`src/rtl/percent_decoder_assert.svh`:
```
// Assertion helpers for the RTL files; pd_back includes them.
`ifndef PERCENT_DECODER_ASSERT_SVH
`define PERCENT_DECODER_ASSERT_SVH

// Same-cycle implication, checked outside reset.
`define PD_ASSERT_NOW(label, clk, rst, ante, cons) \
   label: assert property (@(posedge clk) disable iff (rst) (ante) |-> (cons)) \
      else $error("percent_decoder check failed");

// Next-cycle implication, checked outside reset.
`define PD_ASSERT_NEXT(label, clk, rst, ante, cons) \
   label: assert property (@(posedge clk) disable iff (rst) (ante) |=> (cons)) \
      else $error("percent_decoder check failed");

`endif

```
`src/rtl/pd_pkg.sv`:
```
package pd_pkg;

   localparam logic [7:0] CH_PERCENT = 8'h25;
   localparam logic [7:0] CH_PLUS    = 8'h2B;
   localparam logic [7:0] CH_SPACE   = 8'h20;
   localparam logic [7:0] CH_ZERO    = 8'h30;
   localparam logic [7:0] CH_NINE    = 8'h39;
   localparam logic [7:0] CH_UPPER_A = 8'h41;
   localparam logic [7:0] CH_UPPER_F = 8'h46;
   localparam logic [7:0] CH_LOWER_A = 8'h61;
   localparam logic [7:0] CH_LOWER_F = 8'h66;
   localparam logic [3:0] HEX_TEN    = 4'd10;

   localparam logic CSR_PLUS_AS_SPACE = 1'b0;
   localparam logic CSR_OUTPUT_LIMIT  = 1'b1;

   localparam logic [15:0] OUTPUT_LIMIT_RESET = 16'hFFFF;

   localparam int Q_DEPTH = 4;
   localparam int Q_PTR_BITS = 2;

   typedef enum logic [1:0] {
      PH_IDLE = 2'd0,
      PH_HIGH = 2'd1,
      PH_LOW  = 2'd2
   } phase_type;

   typedef enum logic [1:0] {
      ERR_NONE      = 2'd0,
      ERR_MALFORMED = 2'd1,
      ERR_OVERFLOW  = 2'd2
   } err_type;

   typedef struct packed {
      logic        plus_as_space;
      logic [15:0] output_limit;
   } cfg_type;

   // One classified input beat.
   typedef struct packed {
      logic [7:0] raw;
      logic       last;
      logic       is_percent;
      logic       is_plus;
      logic       is_hex;
      logic [3:0] hex_val;
   } item_type;

endpackage

```
`src/rtl/pd_front.sv`:
```
module pd_front
   import pd_pkg::*;
(
   input  logic     [7:0] req_byte_in,
   input  logic           req_last_byte,
   output item_type       item
);

   logic [7:0] upper_off;
   logic [7:0] lower_off;
   logic [7:0] digit_off;

   assign digit_off = req_byte_in - CH_ZERO;
   assign upper_off = req_byte_in - CH_UPPER_A;
   assign lower_off = req_byte_in - CH_LOWER_A;

   always_comb begin
      item.raw        = req_byte_in;
      item.last       = req_last_byte;
      item.is_percent = (req_byte_in == CH_PERCENT);
      item.is_plus    = (req_byte_in == CH_PLUS);
      item.is_hex     = 1'b0;
      item.hex_val    = 4'd0;
      if (req_byte_in >= CH_ZERO && req_byte_in <= CH_NINE) begin
         item.is_hex  = 1'b1;
         item.hex_val = digit_off[3:0];
      end else if (req_byte_in >= CH_UPPER_A && req_byte_in <= CH_UPPER_F) begin
         item.is_hex  = 1'b1;
         item.hex_val = upper_off[3:0] + HEX_TEN;
      end else if (req_byte_in >= CH_LOWER_A && req_byte_in <= CH_LOWER_F) begin
         item.is_hex  = 1'b1;
         item.hex_val = lower_off[3:0] + HEX_TEN;
      end
   end

endmodule

```
`src/rtl/pd_queue.sv`:
```
module pd_queue
   import pd_pkg::*;
(
   input  logic     clock,
   input  logic     reset,
   input  logic     push,
   input  item_type push_item,
   output logic     full,
   input  logic     pop,
   output item_type pop_item,
   output logic     not_empty
);

   item_type                entry_ff [Q_DEPTH];
   logic [Q_PTR_BITS-1:0]   wr_ptr_ff, wr_ptr_in;
   logic [Q_PTR_BITS-1:0]   rd_ptr_ff, rd_ptr_in;
   logic [Q_PTR_BITS:0]     count_ff, count_in;

   assign full      = (count_ff == (Q_PTR_BITS+1)'(Q_DEPTH));
   assign not_empty = (count_ff != '0);
   assign pop_item  = entry_ff[rd_ptr_ff];

   always_comb begin
      wr_ptr_in = push ? wr_ptr_ff + 1'b1 : wr_ptr_ff;
      rd_ptr_in = pop  ? rd_ptr_ff + 1'b1 : rd_ptr_ff;
      count_in  = count_ff;
      if (push && !pop) begin
         count_in = count_ff + 1'b1;
      end else if (pop && !push) begin
         count_in = count_ff - 1'b1;
      end
   end

   always_ff @(posedge clock) begin
      if (reset) begin
         wr_ptr_ff <= '0;
         rd_ptr_ff <= '0;
         count_ff  <= '0;
      end else begin
         wr_ptr_ff <= wr_ptr_in;
         rd_ptr_ff <= rd_ptr_in;
         count_ff  <= count_in;
      end
   end

   always_ff @(posedge clock) begin
      if (push) begin
         entry_ff[wr_ptr_ff] <= push_item;
      end
   end

endmodule

```
`src/rtl/pd_back.sv`:
```
`include "percent_decoder_assert.svh"

module pd_back
   import pd_pkg::*;
#(
   parameter int LENGTH_BITS = 16
)
(
   input  logic        clock,
   input  logic        reset,
   input  cfg_type     cfg,
   input  logic        q_valid,
   input  item_type    q_item,
   output logic        q_pop,
   output logic        rsp_valid,
   input  logic        rsp_ready,
   output logic [7:0]  rsp_decoded_byte,
   output logic        rsp_byte_valid,
   output logic        rsp_string_done,
   output logic [1:0]  rsp_status,
   output logic [15:0] rsp_decoded_length
);

   localparam int ExtW = LENGTH_BITS + 16;

   phase_type              phase_ff, phase_in;
   err_type                err_ff, err_in;
   logic [3:0]             nibble_ff, nibble_in;
   logic [LENGTH_BITS-1:0] count_ff, count_in;

   logic                   rsp_valid_ff, rsp_valid_in;
   logic [7:0]             out_byte_ff;
   logic                   out_bvalid_ff;
   logic                   out_done_ff;
   logic [1:0]             out_status_ff;
   logic [15:0]            out_len_ff;

   logic                   emit;
   logic [7:0]             dbyte;
   logic [ExtW-1:0]        cap_ext, lim_ext, limit_ext, cnt_ext, cnt_next_ext;
   logic [1:0]             status_w;
   logic [15:0]            len_w;

   // output register frees up when empty or being drained this cycle
   assign q_pop = q_valid && (!rsp_valid_ff || rsp_ready);

   assign cap_ext   = {{16{1'b0}}, {LENGTH_BITS{1'b1}}};
   assign lim_ext   = {{LENGTH_BITS{1'b0}}, cfg.output_limit};
   assign limit_ext = (lim_ext < cap_ext) ? lim_ext : cap_ext;
   assign cnt_ext   = {{16{1'b0}}, count_ff};

   always_comb begin
      phase_in  = phase_ff;
      err_in    = err_ff;
      nibble_in = nibble_ff;
      count_in  = count_ff;
      emit      = 1'b0;
      dbyte     = 8'd0;
      if (err_ff == ERR_NONE) begin
         unique case (phase_ff)
            PH_HIGH: begin
               if (!q_item.is_hex) begin
                  err_in = ERR_MALFORMED;
               end else begin
                  nibble_in = q_item.hex_val;
                  phase_in  = PH_LOW;
               end
            end
            PH_LOW: begin
               if (!q_item.is_hex) begin
                  err_in = ERR_MALFORMED;
               end else begin
                  dbyte = {nibble_ff, q_item.hex_val};
                  emit  = 1'b1;
               end
               phase_in = PH_IDLE;
            end
            default: begin
               // idle, and the unused phase code behaves the same
               phase_in = PH_IDLE;
               if (q_item.is_percent) begin
                  phase_in = PH_HIGH;
               end else if (cfg.plus_as_space && q_item.is_plus) begin
                  dbyte = CH_SPACE;
                  emit  = 1'b1;
               end else begin
                  dbyte = q_item.raw;
                  emit  = 1'b1;
               end
            end
         endcase
         if (emit) begin
            if (cnt_ext >= limit_ext) begin
               err_in = ERR_OVERFLOW;
               emit   = 1'b0;
               dbyte  = 8'd0;
            end else begin
               count_in = count_ff + LENGTH_BITS'(1);
            end
         end
         if (q_item.last && err_in == ERR_NONE && phase_in != PH_IDLE) begin
            err_in = ERR_MALFORMED;
         end
      end
   end

   assign cnt_next_ext = {{16{1'b0}}, count_in};
   assign status_w = q_item.last ? err_in : 2'd0;
   assign len_w    = (q_item.last && err_in == ERR_NONE) ? cnt_next_ext[15:0] : 16'd0;

   always_comb begin
      rsp_valid_in = rsp_valid_ff;
      if (q_pop) begin
         rsp_valid_in = 1'b1;
      end else if (rsp_ready) begin
         rsp_valid_in = 1'b0;
      end
   end

   always_ff @(posedge clock) begin
      if (reset) begin
         phase_ff     <= PH_IDLE;
         err_ff       <= ERR_NONE;
         nibble_ff    <= 4'd0;
         count_ff     <= '0;
         rsp_valid_ff <= 1'b0;
      end else begin
         rsp_valid_ff <= rsp_valid_in;
         if (q_pop) begin
            if (q_item.last) begin
               phase_ff  <= PH_IDLE;
               err_ff    <= ERR_NONE;
               nibble_ff <= 4'd0;
               count_ff  <= '0;
            end else begin
               phase_ff  <= phase_in;
               err_ff    <= err_in;
               nibble_ff <= nibble_in;
               count_ff  <= count_in;
            end
         end
      end
   end

   always_ff @(posedge clock) begin
      if (q_pop) begin
         out_byte_ff   <= dbyte;
         out_bvalid_ff <= emit;
         out_done_ff   <= q_item.last;
         out_status_ff <= status_w;
         out_len_ff    <= len_w;
      end
   end

   assign rsp_valid          = rsp_valid_ff;
   assign rsp_decoded_byte   = out_byte_ff;
   assign rsp_byte_valid     = out_bvalid_ff;
   assign rsp_string_done    = out_done_ff;
   assign rsp_status         = out_status_ff;
   assign rsp_decoded_length = out_len_ff;

   // a beat that carries a byte and closes the string can only be clean
   `PD_ASSERT_NOW(a_emit_done_ok, clock, reset,
      rsp_valid_ff && out_bvalid_ff && out_done_ff, out_status_ff == ERR_NONE)
   `PD_ASSERT_NOW(a_no_byte_zero, clock, reset,
      rsp_valid_ff && !out_bvalid_ff, out_byte_ff == 8'd0)
   `PD_ASSERT_NOW(a_len_only_done, clock, reset,
      rsp_valid_ff && !out_done_ff, out_len_ff == 16'd0 && out_status_ff == ERR_NONE)
   `PD_ASSERT_NEXT(a_last_clears, clock, reset,
      q_pop && q_item.last, phase_ff == PH_IDLE && err_ff == ERR_NONE && count_ff == '0)

endmodule

```
`src/rtl/percent_decoder.sv`:
```
// Streaming URL percent-decoder. One raw byte enters per beat (req_last_byte marks
// the end of a string) and exactly one result beat leaves for it, in order. "%HH"
// (hex digits in either case) yields one byte, '+' yields a space when
// plus_as_space is set, and everything else passes through. The first error
// (bad or truncated escape, or more decoded bytes than output_limit) ends output
// for the rest of the string; the result for the last byte carries status and
// the decoded length. Throughput is one byte per clock while rsp_ready holds: the
// classifier feeds a four-entry queue and the decode state machine updates its
// state once per beat, so a beat accepted at req_ passes through a queue entry
// and the output register before it shows up on rsp_.
// LENGTH_BITS sizes the per-string byte counter and caps the effective limit.
module percent_decoder
   import pd_pkg::*;
#(
   parameter int LENGTH_BITS = 16
)
(
   input  logic        clock,
   input  logic        reset,
   input  logic        csr_we,
   input  logic        csr_index,
   input  logic [15:0] csr_wdata,
   input  logic        req_valid,
   output logic        req_ready,
   input  logic [7:0]  req_byte_in,
   input  logic        req_last_byte,
   output logic        rsp_valid,
   input  logic        rsp_ready,
   output logic [7:0]  rsp_decoded_byte,
   output logic        rsp_byte_valid,
   output logic        rsp_string_done,
   output logic [1:0]  rsp_status,
   output logic [15:0] rsp_decoded_length
);

   cfg_type  cfg_ff, cfg_in;
   item_type front_item;
   item_type q_item;
   logic     q_full;
   logic     q_valid;
   logic     q_pop;

   always_comb begin
      cfg_in = cfg_ff;
      if (csr_we) begin
         unique case (csr_index)
            CSR_PLUS_AS_SPACE: cfg_in.plus_as_space = csr_wdata[0];
            CSR_OUTPUT_LIMIT:  cfg_in.output_limit  = csr_wdata;
            default:           cfg_in = cfg_ff;
         endcase
      end
   end

   always_ff @(posedge clock) begin
      if (reset) begin
         cfg_ff.plus_as_space <= 1'b0;
         cfg_ff.output_limit  <= OUTPUT_LIMIT_RESET;
      end else begin
         cfg_ff <= cfg_in;
      end
   end

   assign req_ready = !q_full;

   pd_front u_front (
      .req_byte_in   (req_byte_in),
      .req_last_byte (req_last_byte),
      .item          (front_item)
   );

   pd_queue u_queue (
      .clock     (clock),
      .reset     (reset),
      .push      (req_valid && !q_full),
      .push_item (front_item),
      .full      (q_full),
      .pop       (q_pop),
      .pop_item  (q_item),
      .not_empty (q_valid)
   );

   pd_back #(
      .LENGTH_BITS (LENGTH_BITS)
   ) u_back (
      .clock              (clock),
      .reset              (reset),
      .cfg                (cfg_ff),
      .q_valid            (q_valid),
      .q_item             (q_item),
      .q_pop              (q_pop),
      .rsp_valid          (rsp_valid),
      .rsp_ready          (rsp_ready),
      .rsp_decoded_byte   (rsp_decoded_byte),
      .rsp_byte_valid     (rsp_byte_valid),
      .rsp_string_done    (rsp_string_done),
      .rsp_status         (rsp_status),
      .rsp_decoded_length (rsp_decoded_length)
   );

endmodule
```
`config.mk`:
```
export PLATFORM = sky130hd
export DESIGN_NAME = percent_decoder
export DESIGN_NICKNAME = d
export VERILOG_FILES = /design/src/rtl/pd_pkg.sv /design/src/rtl/pd_front.sv /design/src/rtl/pd_queue.sv /design/src/rtl/pd_back.sv /design/src/rtl/percent_decoder.sv
export VERILOG_INCLUDE_DIRS = /design/src /design/src/rtl
export SDC_FILE = /design/constraint.sdc
export NUM_CORES = 1
export LEC_CHECK = 0
export ABC_AREA = 1
export BUFFER_PORTS_ARGS = -buffer_cell sky130_fd_sc_hd__buf_4
export CAP_MARGIN = 20
export CORE_UTILIZATION = 54
export CTS_CLUSTER_SIZE = 28
export DETAILED_ROUTE_END_ITERATION = 10
export PLACE_DENSITY = 0.86
export SYNTH_ARGS = -nofsm -noshare
export SYNTH_HDL_FRONTEND = slang
export SYNTH_SLANG_ARGS = --single-unit
export TNS_END_PERCENT = 30
```
`constraint.sdc`:
```
create_clock -name clock -period 2.8 [get_ports clock]
set_input_delay 0.28 -clock clock [delete_from_list [all_inputs] [get_ports clock]]
set_output_delay 0.28 -clock clock [all_outputs]
set_load 0.01 [all_outputs]
```
==> run metrics <==
fmax 0.402 GHz; Syn Nets 748; initial antenna violation count 0; total CTS buffers 17; pre-CTS setup slack 0.367 ns; TritonCTS clock tree yes; Seq/Total Area, Yosys 56.5%; Die ar. 12900 um^2; Total Nets Final 816; clk_lat worst skew 0.43 ns; Worst path slowest cell dfxtp_1; Critical Path RT 3.07 ns; Residual DRC 0; standard-cell row count 40; Routed WL per cell 16.3 um; Yosys Warn Count 0; PD cells 955 nW/um^2; critical path's most frequent cell a21oi_1; final setup fails 0; main combinational cell family by area after synthesis simple AND/OR/NAND/NOR gates; startpoint types flop; Max Clock Skew 0.00745 ns; fin crit period 2.49 ns; Hold WC Path Type input pin to flop; Initial Utilization 55.6%; measured slew at the worst slew-check pin 0.846 ns; hpwl dp 10200 um; number of synthesized register bits 143; CP peak stage delay 0.45 ns; EDFF count, synth 92; IO Count 61; Cell Chain, Critical Path ha_1 -> a21oi_1 -> o21ai_0 -> a21oi_1 -> nand2_1 -> a21oi_1 -> nand3_4 -> nor2_1; net switching fraction of the power 36.3%; number of distinct library cells after synthesis 45; die width 113 um; CP top delay family compound AO/OA/AOI/OAI gates; Mean Syn Cell Area 9.74 um^2; Final Hold Vio Count 0; Post-Synthesis Cells 688; leakage power total 3.27 nW; Max Cap Violations 0; xor and xnor fraction of the mapped netlist area 0.896%; layout cells sized above 1 17.9%; Post-Syn Area 6700 um^2; routability cong. 0.904; Clock transition at path regs 0.06 ns; Synth top area share 41.2%; Post-CTS Hold Buffers 0; WS Path Type flop to flop; ant diodes 0; post-synthesis mux area share 0%; setup slack after layout 0.313 ns; worst-path fanout max 16; clock buffer depth 2; CP Capture Type flop; sequential share of power 38.5%; total gr overflow 0; Clock Tree Root clkbuf_16; Area contributors post-synth edfxtp_1 (41%), dfxtp_1 (15%), nand2_1 (7.0%), ha_1 (5.2%), inv_1 (4.8%); first-pass GRT wire length 24800 um; count leader, synth nand2_1; Synth area leader edfxtp_1; RSZ-0062 raised after global routing false; final wirelength 15300 um; Clock power frac 27.9%; Die Y 113 um; largest net degree at the start of global routing 36; worst path bufs/invs 0; IO Port Bufs 60; VDD IR-drop max 0.639 mV; Antenna Nets Post-Route 0; status finished clean; P_sw 2.73 mW; via count 5247; Resize count post-CTS 0; post-synthesis simple-gate area fraction 18.1%; Comb power frac 33.6%; relative slew slack 43.5%; cell internal pwr 4.79 mW; TritonRoute pass-1 iters 7; top cells by count, synth nand2_1 (125), edfxtp_1 (92), inv_1 (85); Pins Over Slew Limit 0; Async SR Flop Fraction 0%; final setup TNS 0 ns; Post CTS Setup Buffer Count 0; Initial DRC Count 410; H-Tree Depth 4; Main synth FF type edfxtp_1; Adder-Cell Fraction of Synth Area 5.53%; CTS Sinks 143; Tcrit/Tclk final 88.8%; CP arrival 2.75 ns; core box area 12100 um^2; area grow syn2layout 17.6%; vias in the first global route 5353; vias per cell 5.60; Synth Area in Compound Gates 12.2%; gr usage total 25.2%
==> power groups by stage <==
| stage | sequential, mW | combinational, mW | clock [mW] |
|---|---|---|---|
| after floorplan | 3.02 | 1.60 | 0 |
| after global placement | 2.92 | 2.39 | 0 |
| after detailed placement | 2.93 | 2.50 | 0 |
| after CTS | 2.90 | 2.51 | 2.12 |
| after global routing | 2.93 | 2.78 | 2.22 |
| final | 2.90 | 2.53 | 2.10 |
==> worst reg2reg max path, delay by kind of cell (launching register included) <==
family / cells / cell delay, ns
and+or+nand+nor: 3 / 0.68
AOI/OAI and AO/OA: 4 / 0.90
adders and majority gates: 1 / 0.30
DFF: 1 / 0.45
==> cells in the final DEF, fill, tap and decap left out, types with 8 or more instances in the layout <==
master     netlist  routed
a22oi_1          8       8
nand2_1        125     125
nor2_1          63      63
nand4_1          9       9
o21ai_0         44      44
edfxtp_1        92      92
nor2_2          11      11
o22ai_1         12      12
nand3_1         35      35
ha_1            28      28
a21oi_1         39      39
buf_4            2      71
inv_1           85      85
o211ai_1        15      15
dfxtp_1         51      51
clkbuf_16        0      17
==> final timing paths <==
| kind | start | end | slack (ns) | depth (start not counted) |
|---|---|---|---|---|
| setup reg to reg | u_back.count_ff[9] | u_back.rsp_decoded_length[1] | 0.31 | 8 |
| setup / recovery | u_back.count_ff[9] | u_back.rsp_decoded_length[1] | 0.31 | 8 |
| hold / removal | req_last_byte | u_queue.entry_ff[1][7] | 0.05 | 1 |
| hold reg to reg | u_back.nibble_ff[0] | u_back.nibble_ff[0] | 0.48 | 2 |
==> logic make-up after synthesis <==
group,count (synthesis)
buf+inv,112
fa+ha+maj,29
simple gates,266
flops,143
compound gates,132
xor+xnor,6
==> flip-flops by register name (all words and copies together) (netlist names), named ones only <==
register,count
u_back.nibble_ff,4
u_back.err_ff,2
cfg_ff,17
u_queue.wr_ptr_ff,2
u_back.rsp_decoded_byte,8
u_back.rsp_status,2
u_back.phase_ff,2
u_back.count_ff,16
u_back.rsp_valid,1
u_back.rsp_string_done,1
u_back.rsp_byte_valid,1
u_queue.count_ff,3
u_queue.entry_ff,64
u_back.rsp_decoded_length,16
u_queue.rd_ptr_ff,2
==> per-layer routing <==
| layer | share of wire, % | global-route usage (%) |
|---|---|---|
| met1 | 39 | 28.1 |
| met2 | 51 | 44.0 |
| met3 | 6.7 | 7.33 |
| met4 | 3.2 | 12.9 |
| met5 | 0 | 0 |
==> stage by stage <==
step	cell area (um^2)	std cells	utilization, %	power, mW	hold slack (ns)
after floorplan	6700	688	-	4.61	0.379
after global placement	7330	905	60.8	5.31	0.454
after detailed placement	7330	905	60.8	5.43	0.463
after CTS	7880	937	65.3	7.53	0.0461
after global routing	7880	937	65.3	7.92	0.0334
final	7880	937	65.3	7.53	0.0513
==> layout make-up <==
class | instances | area, um^2
inverter | 90 | 338
timing repair buffer | 71 | 533
fill | 886 | 4180
clock buffer | 19 | 433
tap | 168 | 210
clock inverter | 13 | 116
sequential | 143 | 3780
multi-input combinational | 433 | 2460
Power figures use the tool's default switching activity.
